===== src/design/envelope_feedforward_compressor_assert.svh =====
// Assertion macros for the envelope feed-forward compressor.
// Used by the top level only; needs a clock and an active-low reset in scope.
`ifndef ENVELOPE_FEEDFORWARD_COMPRESSOR_ASSERT_SVH
`define ENVELOPE_FEEDFORWARD_COMPRESSOR_ASSERT_SVH

// Same-cycle implication.
`define EFC_ASSERT_IMP(label, clk, rst_n, ante, cons, msg) \
    label: assert property (@(posedge clk) disable iff (!rst_n) (ante) |-> (cons)) \
        else $error(msg);

// Next-cycle implication.
`define EFC_ASSERT_NXT(label, clk, rst_n, ante, cons, msg) \
    label: assert property (@(posedge clk) disable iff (!rst_n) (ante) |=> (cons)) \
        else $error(msg);

`endif


===== src/design/efc_pkg.sv =====
// Shared types, constants and encodings for the envelope compressor.
// No dependencies; imported by every module of the block.
package efc_pkg;

    localparam int SampleBits     = 24;
    localparam int EnvBits        = 32;
    localparam int EnvShift       = EnvBits - SampleBits;
    localparam int ThrBits        = 24;
    localparam int CoeffBits      = 16;
    localparam int MakeupFrac     = 14;
    localparam int GainFrac       = 24;
    localparam int GainBits       = GainFrac + 1;
    localparam int DivSteps       = GainBits;
    localparam int CntBits        = $clog2(DivSteps);
    localparam int MulABits       = EnvBits;
    localparam int MulBBits       = GainBits;
    localparam int ProdBits       = MulABits + MulBBits;
    localparam int OmagBits       = SampleBits + 2;
    localparam int DataBits       = 32;
    localparam int CfgAddrBits    = 5;
    localparam int DefNumChannels = 2;

    localparam logic [GainBits-1:0]   GainOne  = GainBits'(1) << GainFrac;
    localparam logic [OmagBits-1:0]   SatNeg   = OmagBits'(1) << (SampleBits - 1);
    localparam logic [OmagBits-1:0]   SatPos   = SatNeg - OmagBits'(1);

    localparam logic [ThrBits-1:0]    ThresholdRst = 24'd8388608;
    localparam logic [CoeffBits-1:0]  RatioRst     = 16'd65535;
    localparam logic [CoeffBits-1:0]  AttackRst    = 16'd65535;
    localparam logic [CoeffBits-1:0]  ReleaseRst   = 16'd65535;
    localparam logic [CoeffBits-1:0]  MakeupRst    = 16'd16384;

    typedef enum logic [2:0] {
        REG_THRESHOLD = 3'd0,
        REG_RATIO     = 3'd1,
        REG_ATTACK    = 3'd2,
        REG_RELEASE   = 3'd3,
        REG_MAKEUP    = 3'd4
    } t_reg_idx;

    typedef struct packed {
        logic                         channel_in;
        logic signed [SampleBits-1:0] sample_in;
    } t_in_beat;

    typedef struct packed {
        logic                         channel_out;
        logic signed [SampleBits-1:0] sample_out;
    } t_out_beat;

    typedef struct packed {
        logic [ThrBits-1:0]   threshold;
        logic [CoeffBits-1:0] ratio_reciprocal;
        logic [CoeffBits-1:0] attack_coeff;
        logic [CoeffBits-1:0] release_coeff;
        logic [CoeffBits-1:0] makeup_gain;
    } t_cfg;

    typedef enum logic [3:0] {
        ST_IDLE,
        ST_SM_MUL,
        ST_SM_ADD,
        ST_GN_MUL,
        ST_GN_ADD,
        ST_DIV,
        ST_OUT_MUL1,
        ST_OUT_MUL2,
        ST_FINISH
    } t_state;

    typedef struct packed {
        logic load_in;
        logic sm_mul;
        logic env_wr;
        logic gn_mul;
        logic unity;
        logic gn_load;
        logic div_step;
        logic out_mul1;
        logic out_mul2;
        logic out_load;
    } t_dp_cmd;

    typedef struct packed {
        logic env_gt_thr;
        logic out_free;
    } t_dp_stat;

endpackage


===== src/design/efc_regs.sv =====
// APB-style configuration registers of the envelope compressor.
// Depends on efc_pkg.
module efc_regs (
    input  logic                            i_clk,
    input  logic                            i_rst_n,
    input  logic                            psel,
    input  logic                            penable,
    input  logic                            pwrite,
    input  logic [efc_pkg::CfgAddrBits-1:0] paddr,
    input  logic [efc_pkg::DataBits-1:0]    pwdata,
    output logic [efc_pkg::DataBits-1:0]    prdata,
    output logic                            pready,
    output efc_pkg::t_cfg                   o_cfg
);
    import efc_pkg::*;

    t_cfg     r_cfg;
    t_cfg     n_cfg;
    t_reg_idx w_idx;
    logic     w_wr;

    assign w_idx  = t_reg_idx'(paddr[CfgAddrBits-1:2]);
    assign w_wr   = psel & penable & pwrite;
    assign pready = 1'b1;
    assign o_cfg  = r_cfg;

    always_comb begin
        n_cfg = r_cfg;
        if (w_wr) begin
            case (w_idx)
                REG_THRESHOLD: n_cfg.threshold        = pwdata[ThrBits-1:0];
                REG_RATIO:     n_cfg.ratio_reciprocal = pwdata[CoeffBits-1:0];
                REG_ATTACK:    n_cfg.attack_coeff     = pwdata[CoeffBits-1:0];
                REG_RELEASE:   n_cfg.release_coeff    = pwdata[CoeffBits-1:0];
                REG_MAKEUP:    n_cfg.makeup_gain      = pwdata[CoeffBits-1:0];
                default: ;
            endcase
        end
    end

    always_comb begin
        case (w_idx)
            REG_THRESHOLD: prdata = DataBits'(r_cfg.threshold);
            REG_RATIO:     prdata = DataBits'(r_cfg.ratio_reciprocal);
            REG_ATTACK:    prdata = DataBits'(r_cfg.attack_coeff);
            REG_RELEASE:   prdata = DataBits'(r_cfg.release_coeff);
            REG_MAKEUP:    prdata = DataBits'(r_cfg.makeup_gain);
            default:       prdata = '0;
        endcase
    end

    always_ff @(posedge i_clk) begin
        if (!i_rst_n) begin
            r_cfg.threshold        <= ThresholdRst;
            r_cfg.ratio_reciprocal <= RatioRst;
            r_cfg.attack_coeff     <= AttackRst;
            r_cfg.release_coeff    <= ReleaseRst;
            r_cfg.makeup_gain      <= MakeupRst;
        end else begin
            r_cfg <= n_cfg;
        end
    end

endmodule


===== src/design/efc_ctrl.sv =====
// Sequencing state machine of the envelope compressor: issues datapath commands.
// Depends on efc_pkg.
module efc_ctrl (
    input  logic              i_clk,
    input  logic              i_rst_n,
    input  logic              i_in_valid,
    output logic              o_in_stall,
    input  efc_pkg::t_dp_stat i_stat,
    output efc_pkg::t_dp_cmd  o_cmd
);
    import efc_pkg::*;

    t_state              r_state;
    t_state              n_state;
    logic [CntBits-1:0]  r_cnt;
    logic [CntBits-1:0]  n_cnt;

    assign o_in_stall = (r_state != ST_IDLE);

    always_ff @(posedge i_clk) begin
        if (!i_rst_n) begin
            r_state <= ST_IDLE;
            r_cnt   <= '0;
        end else begin
            r_state <= n_state;
            r_cnt   <= n_cnt;
        end
    end

    always_comb begin
        n_state = r_state;
        n_cnt   = r_cnt;
        o_cmd   = '0;
        case (r_state)
            ST_IDLE: begin
                if (i_in_valid) begin
                    o_cmd.load_in = 1'b1;
                    n_state       = ST_SM_MUL;
                end
            end
            ST_SM_MUL: begin
                o_cmd.sm_mul = 1'b1;
                n_state      = ST_SM_ADD;
            end
            ST_SM_ADD: begin
                o_cmd.env_wr = 1'b1;
                n_state      = ST_GN_MUL;
            end
            ST_GN_MUL: begin
                // at or below threshold the gain is unity and the divide is skipped
                if (i_stat.env_gt_thr) begin
                    o_cmd.gn_mul = 1'b1;
                    n_state      = ST_GN_ADD;
                end else begin
                    o_cmd.unity = 1'b1;
                    n_state     = ST_OUT_MUL1;
                end
            end
            ST_GN_ADD: begin
                o_cmd.gn_load = 1'b1;
                n_cnt         = '0;
                n_state       = ST_DIV;
            end
            ST_DIV: begin
                o_cmd.div_step = 1'b1;
                if (r_cnt == CntBits'(DivSteps - 1)) begin
                    n_state = ST_OUT_MUL1;
                end else begin
                    n_cnt = r_cnt + 1'b1;
                end
            end
            ST_OUT_MUL1: begin
                o_cmd.out_mul1 = 1'b1;
                n_state        = ST_OUT_MUL2;
            end
            ST_OUT_MUL2: begin
                o_cmd.out_mul2 = 1'b1;
                n_state        = ST_FINISH;
            end
            ST_FINISH: begin
                if (i_stat.out_free) begin
                    o_cmd.out_load = 1'b1;
                    n_state        = ST_IDLE;
                end
            end
            default: begin
                n_state = ST_IDLE;
            end
        endcase
    end

endmodule


===== src/design/efc_dp.sv =====
// Datapath of the envelope compressor: envelopes, shared multiplier, serial
// gain divider and output register. Depends on efc_pkg.
module efc_dp #(
    parameter int NUM_CHANNELS = efc_pkg::DefNumChannels
) (
    input  logic               i_clk,
    input  logic               i_rst_n,
    input  efc_pkg::t_cfg      i_cfg,
    input  efc_pkg::t_in_beat  i_in_beat,
    output efc_pkg::t_out_beat o_out_beat,
    output logic               o_out_valid,
    input  logic               i_out_stall,
    input  efc_pkg::t_dp_cmd   i_cmd,
    output efc_pkg::t_dp_stat  o_stat
);
    import efc_pkg::*;

    localparam int IdxBits = (NUM_CHANNELS > 1) ? $clog2(NUM_CHANNELS) : 1;

    logic [EnvBits-1:0]    r_env_mem [NUM_CHANNELS];
    logic [IdxBits-1:0]    r_idx;
    logic                  r_chan;
    logic                  r_neg;
    logic [SampleBits-1:0] r_mag;
    logic [EnvBits-1:0]    r_env;
    logic [ProdBits-1:0]   r_prod;
    logic [EnvBits:0]      r_rem;
    logic [GainBits-1:0]   r_gain;
    logic                  r_out_valid;
    t_out_beat             r_out_beat;

    logic [IdxBits-1:0]    n_idx;
    logic [SampleBits-1:0] n_mag;
    logic [EnvBits-1:0]    n_env;
    logic [EnvBits-1:0]    w_mag31;
    logic [EnvBits-1:0]    w_thr;
    logic [EnvBits-1:0]    w_diff;
    logic [EnvBits-1:0]    w_step;
    logic                  w_grow;
    logic [CoeffBits-1:0]  w_coeff;
    logic [MulABits-1:0]   w_mul_a;
    logic [MulBBits-1:0]   w_mul_b;
    logic                  w_ge;
    logic [EnvBits:0]      w_sub;
    logic [OmagBits-1:0]   w_omag;
    logic [OmagBits-1:0]   w_sat;
    logic [SampleBits-1:0] w_sat_lo;

    // channel numbers past the last envelope share the last one
    always_comb begin
        if (32'(i_in_beat.channel_in) < NUM_CHANNELS) begin
            n_idx = IdxBits'(i_in_beat.channel_in);
        end else begin
            n_idx = IdxBits'(NUM_CHANNELS - 1);
        end
    end

    assign n_mag   = i_in_beat.sample_in[SampleBits-1] ?
                     (~i_in_beat.sample_in + 1'b1) : i_in_beat.sample_in;
    assign w_mag31 = {r_mag, {EnvShift{1'b0}}};
    assign w_thr   = {i_cfg.threshold, {(EnvBits - ThrBits){1'b0}}};
    assign w_grow  = (w_mag31 >= r_env);
    assign w_diff  = w_grow ? (w_mag31 - r_env) : (r_env - w_mag31);
    assign w_coeff = (w_mag31 > r_env) ? i_cfg.attack_coeff : i_cfg.release_coeff;
    assign w_step  = r_prod[CoeffBits +: EnvBits];
    assign n_env   = w_grow ? (r_env + w_step) : (r_env - w_step);

    always_comb begin
        w_mul_a = '0;
        w_mul_b = '0;
        if (i_cmd.sm_mul) begin
            w_mul_a = w_diff;
            w_mul_b = MulBBits'(w_coeff);
        end else if (i_cmd.gn_mul) begin
            w_mul_a = r_env - w_thr;
            w_mul_b = MulBBits'(i_cfg.ratio_reciprocal);
        end else if (i_cmd.out_mul1) begin
            w_mul_a = MulABits'(r_mag);
            w_mul_b = r_gain;
        end else if (i_cmd.out_mul2) begin
            w_mul_a = MulABits'(r_prod[GainFrac +: SampleBits]);
            w_mul_b = MulBBits'(i_cfg.makeup_gain);
        end
    end

    // restoring divide, one quotient bit a cycle; remainder stays below twice the envelope
    assign w_ge  = (r_rem >= {1'b0, r_env});
    assign w_sub = w_ge ? (r_rem - {1'b0, r_env}) : r_rem;

    assign w_omag   = r_prod[MakeupFrac +: OmagBits];
    assign w_sat    = r_neg ? ((w_omag > SatNeg) ? SatNeg : w_omag)
                            : ((w_omag > SatPos) ? SatPos : w_omag);
    assign w_sat_lo = w_sat[SampleBits-1:0];

    always_ff @(posedge i_clk) begin
        if (!i_rst_n) begin
            for (int k = 0; k < NUM_CHANNELS; k++) begin
                r_env_mem[k] <= '0;
            end
        end else if (i_cmd.env_wr) begin
            r_env_mem[r_idx] <= n_env;
        end
    end

    always_ff @(posedge i_clk) begin
        if (i_cmd.load_in) begin
            r_idx  <= n_idx;
            r_chan <= i_in_beat.channel_in;
            r_neg  <= i_in_beat.sample_in[SampleBits-1];
            r_mag  <= n_mag;
            r_env  <= r_env_mem[n_idx];
        end else if (i_cmd.env_wr) begin
            r_env  <= n_env;
        end
        if (i_cmd.sm_mul || i_cmd.gn_mul || i_cmd.out_mul1 || i_cmd.out_mul2) begin
            r_prod <= ProdBits'(w_mul_a) * ProdBits'(w_mul_b);
        end
        if (i_cmd.gn_load) begin
            r_rem  <= (EnvBits + 1)'(w_thr + w_step);
            r_gain <= '0;
        end else if (i_cmd.div_step) begin
            r_rem  <= {w_sub[EnvBits-1:0], 1'b0};
            r_gain <= {r_gain[GainBits-2:0], w_ge};
        end else if (i_cmd.unity) begin
            r_gain <= GainOne;
        end
        if (i_cmd.out_load) begin
            r_out_beat.channel_out <= r_chan;
            r_out_beat.sample_out  <= r_neg ? (~w_sat_lo + 1'b1) : w_sat_lo;
        end
    end

    always_ff @(posedge i_clk) begin
        if (!i_rst_n) begin
            r_out_valid <= 1'b0;
        end else if (i_cmd.out_load) begin
            r_out_valid <= 1'b1;
        end else if (!i_out_stall) begin
            r_out_valid <= 1'b0;
        end
    end

    assign o_stat.env_gt_thr = (r_env > w_thr);
    assign o_stat.out_free   = !r_out_valid || !i_out_stall;
    assign o_out_valid       = r_out_valid;
    assign o_out_beat        = r_out_beat;

endmodule


===== src/design/envelope_feedforward_compressor.sv =====
// Each beat updates its channel's envelope; at or below threshold the gain is unity,
// above it the gain comes from the 25-step serial gain divider. The input is closed
// until the result is loaded into the output register; a finished result waits in the
// output register while the next beat is taken and worked on.
// Reset: synchronous, active low; clears envelopes to zero, registers to defaults.
`include "envelope_feedforward_compressor_assert.svh"

module envelope_feedforward_compressor #(
    parameter int NUM_CHANNELS = efc_pkg::DefNumChannels
) (
    input  logic                            i_clk,
    input  logic                            i_rst_n,
    input  logic                            i_in_valid,
    output logic                            o_in_stall,
    input  efc_pkg::t_in_beat               i_in_beat,
    output logic                            o_out_valid,
    input  logic                            i_out_stall,
    output efc_pkg::t_out_beat              o_out_beat,
    input  logic                            psel,
    input  logic                            penable,
    input  logic                            pwrite,
    input  logic [efc_pkg::CfgAddrBits-1:0] paddr,
    input  logic [efc_pkg::DataBits-1:0]    pwdata,
    output logic [efc_pkg::DataBits-1:0]    prdata,
    output logic                            pready
);
    import efc_pkg::*;

    t_cfg     w_cfg;
    t_dp_cmd  w_cmd;
    t_dp_stat w_stat;

    efc_regs u_regs (
        .i_clk   (i_clk),
        .i_rst_n (i_rst_n),
        .psel    (psel),
        .penable (penable),
        .pwrite  (pwrite),
        .paddr   (paddr),
        .pwdata  (pwdata),
        .prdata  (prdata),
        .pready  (pready),
        .o_cfg   (w_cfg)
    );

    efc_ctrl u_ctrl (
        .i_clk      (i_clk),
        .i_rst_n    (i_rst_n),
        .i_in_valid (i_in_valid),
        .o_in_stall (o_in_stall),
        .i_stat     (w_stat),
        .o_cmd      (w_cmd)
    );

    efc_dp #(
        .NUM_CHANNELS (NUM_CHANNELS)
    ) u_dp (
        .i_clk       (i_clk),
        .i_rst_n     (i_rst_n),
        .i_cfg       (w_cfg),
        .i_in_beat   (i_in_beat),
        .o_out_beat  (o_out_beat),
        .o_out_valid (o_out_valid),
        .i_out_stall (i_out_stall),
        .i_cmd       (w_cmd),
        .o_stat      (w_stat)
    );

    // one item in flight: a taken beat closes the input until its result is stored
    `EFC_ASSERT_NXT(a_busy_after_beat, i_clk, i_rst_n, i_in_valid && !o_in_stall, o_in_stall, "input open after beat")
    // a new result only appears at the end of an item's sequence
    `EFC_ASSERT_IMP(a_result_from_item, i_clk, i_rst_n, $rose(o_out_valid), $past(o_in_stall), "result without item")
    // the controller never issues two datapath commands at once
    `EFC_ASSERT_IMP(a_single_cmd, i_clk, i_rst_n, 1'b1, $onehot0(w_cmd), "overlapping datapath commands")

endmodule

===== config.mk =====
export PLATFORM = sky130hd
export DESIGN_NAME = envelope_feedforward_compressor
export DESIGN_NICKNAME = d
export VERILOG_FILES = /design/src/design/efc_pkg.sv /design/src/design/efc_regs.sv /design/src/design/efc_ctrl.sv /design/src/design/efc_dp.sv /design/src/design/envelope_feedforward_compressor.sv
export VERILOG_INCLUDE_DIRS = /design/src /design/src/design
export SDC_FILE = /design/constraint.sdc
export NUM_CORES = 2
export LEC_CHECK = 0
export BUFFER_PORTS_ARGS = -buffer_cell sky130_fd_sc_hd__buf_2
export CAP_MARGIN = 20
export CORE_MARGIN = 8
export CORE_UTILIZATION = 65
export DETAILED_ROUTE_END_ITERATION = 10
export GPL_ROUTABILITY_DRIVEN = 1
export PLACE_DENSITY = 0.87
export SYNTH_ARGS = -nofsm -noshare
export SYNTH_HDL_FRONTEND = slang
export SYNTH_SLANG_ARGS = --single-unit

===== constraint.sdc =====
create_clock -name i_clk -period 29.5 [get_ports i_clk]
set_input_delay 2.95 -clock i_clk [delete_from_list [all_inputs] [get_ports i_clk]]
set_output_delay 2.95 -clock i_clk [all_outputs]
set_load 0.005 [all_outputs]

======== After elaboration in Yosys (flattened, before gate mapping) ========
Memory sizes are Yosys's and may differ from the RTL's.
Index checks and enable logic that the tools add are counted.
word-level totals
  output and inout port bits .............. 60
  bits in registers ....................... 287
  input port bits ......................... 69
  memories ................................ 1
  memory bits (writable) .................. 64
  word-level logic and storage cells ...... 132
cells by class
  mux-type cells .......................... 53
  $mul .................................... 1
  add/sub/neg operators ................... 10
  magnitude comparators ................... 6
  reduce and logical (&&, ||, !) cells .... 21
  bitwise gates (word level) .............. 4
  equality and inequality tests ........... 18
memory list
  memory          depth  width  read ports  clocked after Yosys merged registers in  wr ports  line          text
  u_dp.r_env_mem  2      32     1           0                                        2         efc_dp.sv:20  logic [EnvBits-1:0] r_env_mem [NUM_CHANNELS];
operator list
  kind                                                  number
  2-to-1 mux 32 bit                                     9
  subtractor 32 bit                                     5
  2-to-1 mux 25 bit                                     5
  2-to-1 mux 24 bit                                     5
  one-hot mux 24 bit (5 select lines)                   1
  2-to-1 mux 33 bit                                     2
  > comparator 32 bit                                   2
  adder 24 x 1 -> 24 bit, second input constant         2
  multiplier 32 x 25 -> 48 bit                          1
  NOT 24 bit                                            2
  one-hot mux 4 bit (9 select lines)                    1
  adder 32 x 32 -> 33 bit                               1
  greater-or-equal comparator 33 x 32 -> 1 bit          1
  adder 32 bit                                          1
  greater-or-equal comparator 32 bit                    1
  2-to-1 mux 16 bit                                     2
  OR reduction 32 bit                                   1
  > comparator 26 x 23 -> 1 bit, second input constant  1
  > comparator 26 x 24 -> 1 bit, second input constant  1
  2-to-1 mux 23 bit                                     1
  2-to-1 mux 1 bit                                      20
  == test 4 x 3 -> 1 bit, second input constant         4
  2-to-1 mux 4 bit                                      3
  AND reduction 2 bit                                   6
  21 further kinds                                      35

======== Logic depth before layout (Yosys ltp) ========
  word-level depth ........................ 7
  gate-level depth with buffers ........... 43
  depth with buffers taken out ............ 41

======== Cells and area by module ========
From an unflattened synthesis, not the netlist that was laid out.
second synthesis, totals
  cells, all modules ...................... 5,479
  area total of the unflattened synthesis .. 47,732.0 µm²
modules (own cells, without submodules)
  module    cells an instance  area each (µm²)  sequential area each (µm²)  times used
  efc_dp    4,946              42,963.7         6,946.7                     1
  efc_regs  463                4,177.8          1,761.7                     1
  efc_ctrl  70                 590.6            180.2                       1

======== Worst setup path after synthesis ========
No wires, ideal clock.
  path kind ............................... reg-to-reg
  start ................................... register u_dp.r_env[11]
  end ..................................... register u_dp.r_prod[40] (data pin)
  data arrival time ....................... 9,380 ps
  required time ........................... 29,241 ps
  setup time .............................. 259 ps
  clock period less this slack ............ 9,639 ps
  cell stages (with the launch flop) ...... 41
  path slack .............................. 19,861 ps
  path buffers ............................ 4
  cell sequence ........................... edfxtp_1 > inv_1 > ha_1 > buf_2 > a21oi_1 > o22ai_1 > a2111oi_2 > nor3b_2 > nor2b_1 > buf_2 > clkbuf_1 > nor2_1 > nor2_1 > a21oi_1 > xor2_1 > a221oi_1 > clkbuf_1 > nand2_1 > [5 not listed] > fa_1 > inv_1 > fa_1 > fa_1 > inv_1 > fa_1 > inv_1 > ha_1 > a21o_1 > a21o_1 > a21oi_1 > a211oi_1 > a211o_1 > o21ai_0 > nand2_1 > a31o_2 > a21oi_1 > xnor2_1
on the way
  longest elaborated chain between the ends .. 6
  elaborated cells on any way between the ends .. 15
  those cells by class .................... 3 x add/sub; 1 x mul; 3 x order compare; 8 x mux
RTL lines
  element                                                 line            text
  start: declaration                                      efc_dp.sv:25    logic [EnvBits-1:0] r_env;
  start signal: assignment                                efc_dp.sv:111   r_env <= r_env_mem[n_idx];
  start signal: assignment                                efc_dp.sv:113   r_env <= n_env;
  > comparator 32 bit                                     efc_dp.sv:143   assign o_stat.env_gt_thr = (r_env > w_thr);
  2-to-1 mux 1 bit                                        efc_ctrl.sv:51  if (i_stat.env_gt_thr) begin
  2-to-1 mux 2 bit                                        efc_ctrl.sv:34  case (r_state)
  2-to-1 mux 32 bit or 2-to-1 mux 25 bit (tied branches)  efc_dp.sv:74    end else if (i_cmd.gn_mul) begin
  2-to-1 mux 32 bit or 2-to-1 mux 25 bit (tied branches)  efc_dp.sv:71    if (i_cmd.sm_mul) begin
  multiplier 32 x 25 -> 48 bit *                          efc_dp.sv:116   r_prod <= ProdBits'(w_mul_a) * ProdBits'(w_mul_b);
  end signal: assignment                                  efc_dp.sv:116
  end: declaration                                        efc_dp.sv:26    logic [ProdBits-1:0] r_prod;
Every way passes the cells marked *; elsewhere a longest branch is shown, timed or not.
A chain may end at the register's enable or synchronous reset.

======== Worst setup path in the final report ========
  start ................................... register u_dp.r_env[9]
  end ..................................... register u_dp.r_prod[46] (data pin)
Same word-level chain as after synthesis.

==> metrics <==
Least-Margin Pin Slew=1.22 ns; Placed Area=47900 µm²; setup TNS=0 ns; Worst R2R Setup Slack=16.53 ns; largest net degree at the start of global routing=100; CP startpoint kind=flip-flop; dpl ws=16.93 ns; CP Max Fanout=24; worst stage delay on the critical path=0.88 ns; combinational share of power=74.0%; placer congestion estimate=1.04; Clock power frac=9.1%; Bufs on Longest Clock Path=3; status=finished clean; r2r startpoint=u_dp.r_env[9]$_DFFE_PP_; Ports=129; worst setup path end=u_dp.r_prod[46]$_DFFE_PP_; post-CTS sizing=0; count of final hold-check violations=0; clk_lat worst skew=0.56 ns; fmax=0.0771 GHz; fin crit share=44.0%; most used cell, CP=fa_1; RSZ-0062 raised after global routing=false; Final ANT Viol Nets=0; H-tree levels=2; Iteration-0 DRC Markers=4894; height of the die=283 µm; Core Util, Final=69.1%; initial antenna violation count=2; Mapped Area=46400 µm²; vias per cell=6.42; minimum clock period=12.97 ns; width of the chip=283 µm; Via Count=40600; Critical Path RT=29.85 ns; Row Count=98; Sequential Area=8890 µm²; DR WL/cell=23.4 µm; Routed WL=148 mm; Setup Skew=0.0138 ns; CTS tree=built; Avg Cell Area, Syn=8.63 µm²; PwrDens=101 nW/µm²; Crit. End Element=flip-flop; number of synthesized flops with an enable pin=214; fin. max-slew vios=0; Die Area=80200 µm²; Overall Global Routing Usage=36.1%; Clock Tree Root=clkbuf_16; Sw Ratio=54.2%; Worst VDD drop=0.0000642 V; Setup violations, final=0; Flop pwr share=16.9%; HPWL after detailed placement=113 mm; worst r2r path cells=39; DRC=0; Cell variety after synth=91; fin cells=6332; met3 wire len=19.8 mm; Port-buffer cells=109; Filler Cells Inserted=5478; vias in the first global route=41500; Critical-path top delay cell=nor2b_2; Slew headroom=18.6%; Placeable Area=71100 µm²; Initial Util=65.2%; share of cells above drive strength 1=6.04%; Max Used Layer=met5; final worst slack=16.53 ns; Met1 Wirelength=51.7 mm; area delta synth->final=5.90%; sequential share of the synthesized area=19.2%; main flop type after synthesis=edfxtp_1; Finished Cell Area=49100 µm²; Leakage=22.3 nW; area of the multi-input gates=33500 µm²; reg2reg end=u_dp.r_prod[46]$_DFFE_PP_; grt ovf=0; max-cap viol count=0; NetSw=2.69 mW; DRT Pass-1 Iters=9; CTS Hold Bufs=0; # Post-CTS Setup Buffers=0; #FFs+latches synth=337; Power Total=4.97 mW; total CTS buffers=36; worst setup path startpoint=u_dp.r_env[9]$_DFFE_PP_; Hold WS=0.483 ns; Synth Instances=5376; Pint=2.28 mW; clock transition at the registers of the reported paths=0.06 ns; clock sinks=337; Worst EP arrival=13.33 ns; fin nets=6384; first-pass GRT wire length=228 mm; Setup CP Type=flip-flop to flip-flop; metal2 WL=64.5 mm; Hold/Removal Path Class=flip-flop to flip-flop; Synth Warn #=0; Inst Count DP=6258; post-synthesis async set-or-reset flop share=0%
[worst min-delay path by stage]
stage / slack, ns / start / cells past startpoint / end
2_1_floorplan: 0.44 / u_dp.r_idx$_DFFE_PP_ / 0 / u_dp.o_out_beat[24]$_DFFE_PP_
3_3_place_gp: 0.47 / u_regs.o_cfg[29]$_SDFFE_PN1P_ / 2 / u_regs.o_cfg[29]$_SDFFE_PN1P_
3_5_place_dp: 0.47 / u_regs.o_cfg[23]$_SDFFE_PN1P_ / 2 / u_regs.o_cfg[23]$_SDFFE_PN1P_
4_1_cts: 0.48 / u_regs.o_cfg[23]$_SDFFE_PN1P_ / 2 / u_regs.o_cfg[23]$_SDFFE_PN1P_
5_1_grt: 0.50 / u_regs.o_cfg[1]$_SDFFE_PN0P_ / 2 / u_regs.o_cfg[1]$_SDFFE_PN0P_
6_report: 0.48 / u_regs.o_cfg[26]$_SDFFE_PN1P_ / 2 / u_regs.o_cfg[26]$_SDFFE_PN1P_
[layout by cell type, fill, tap and decap left out, types with 32 or more instances in the layout]
master | synthesis | final
a211oi_1 | 69 | 68
a21boi_0 | 48 | 48
a21o_1 | 62 | 62
a21oi_1 | 261 | 259
a22oi_1 | 41 | 40
and2_1 | 74 | 75
buf_2 | 12 | 111
buf_4 | 9 | 77
clkbuf_16 | 0 | 38
conb_1 | 2 | 37
dfxtp_1 | 123 | 123
edfxtp_1 | 214 | 214
fa_1 | 657 | 657
ha_1 | 306 | 306
inv_1 | 849 | 849
mux2i_1 | 36 | 36
nand2_1 | 803 | 803
nand2b_1 | 43 | 42
nand3_1 | 90 | 89
nor2_1 | 490 | 488
nor2b_1 | 66 | 63
nor3_1 | 45 | 43
o21a_1 | 32 | 32
o21ai_0 | 134 | 131
xnor2_1 | 126 | 126
xor2_1 | 88 | 88
[cell type report]
type                       instances  area share (%)
sequential                       337            18.1
timing repair buffer             192            2.47
tap                              950            2.42
inverter                         849            6.49
antenna                            3          0.0153
multi-input combinational       3936            68.2
clock inverter                    14           0.242
clock buffer                      51            2.08
[critical path, delay by kind of cell (launching register included)]
kind | cells | cell delay, ns
buffers and inverters | 8 | 1.15
AOI/OAI and AO/OA | 11 | 3.44
DFF | 1 | 0.61
muxes | 2 | 0.47
xor gates and xnor gates | 1 | 0.26
and+or+nand+nor | 8 | 2.34
adders and majority gates | 9 | 4.50
[sequential cells by signal, summed over array words and instances, names as in the netlist, 24 cells and up]
name	count
u_dp.r_env_mem	64
u_dp.r_rem	33
u_dp.r_env	32
u_regs.o_cfg	88
u_dp.o_out_beat	25
u_dp.r_prod	34
u_dp.r_mag	24
u_dp.r_gain	25
[power by group through the flow]
stage	clock network, mW	registers, mW	logic (mW)
2_1_floorplan	0	0.729	2.61
3_3_place_gp	0	0.833	3.43
3_5_place_dp	0	0.833	3.56
4_1_cts	0.454	0.824	3.59
5_1_grt	0.472	0.833	4.02
6_report	0.454	0.837	3.68
[per-layer routing]
metal	vias to the layer above	global-route usage, %
met3	836	10.8
met1	19600	44.1
met5	-	0
met2	2879	55.5
met4	4	23.2
li1	17300	-
[Yosys cell counts (25+ instances only)]
library cell / number / area share, %
inv_1: 849 / 6.9
nand2_1: 803 / 6.5
fa_1: 657 / 28
nor2_1: 490 / 4.0
ha_1: 306 / 8.3
a21oi_1: 261 / 2.8
clkbuf_1: 246 / 2.0
edfxtp_1: 214 / 14
o21ai_0: 134 / 1.4
xnor2_1: 126 / 2.4
dfxtp_1: 123 / 5.3
nand3_1: 90 / 0.97
xor2_1: 88 / 1.7
and2_1: 74 / 1.0
a211oi_1: 69 / 1.1
nor2b_1: 66 / 0.89
a21o_1: 62 / 1.0
a21boi_0: 48 / 0.78
nor3_1: 45 / 0.49
nand2b_1: 43 / 0.58
a22oi_1: 41 / 0.66
mux2i_1: 36 / 0.78
a221oi_1: 33 / 0.62
o21a_1: 32 / 0.52
nand4_1: 31 / 0.42
or3_1: 31 / 0.42
o22ai_1: 28 / 0.38
a22o_1: 25 / 0.47
o211ai_1: 25 / 0.40
[cells by family after synthesis]
logic type	share of synthesized area (%)
buf+inv	9.31
simple gates	16.4
mux	1.17
flops	19.2
compound gates	13.3
fa+ha+maj	36.6
xor+xnor	4.04
other cells	0.0162
Power figures use the tool's default switching activity.
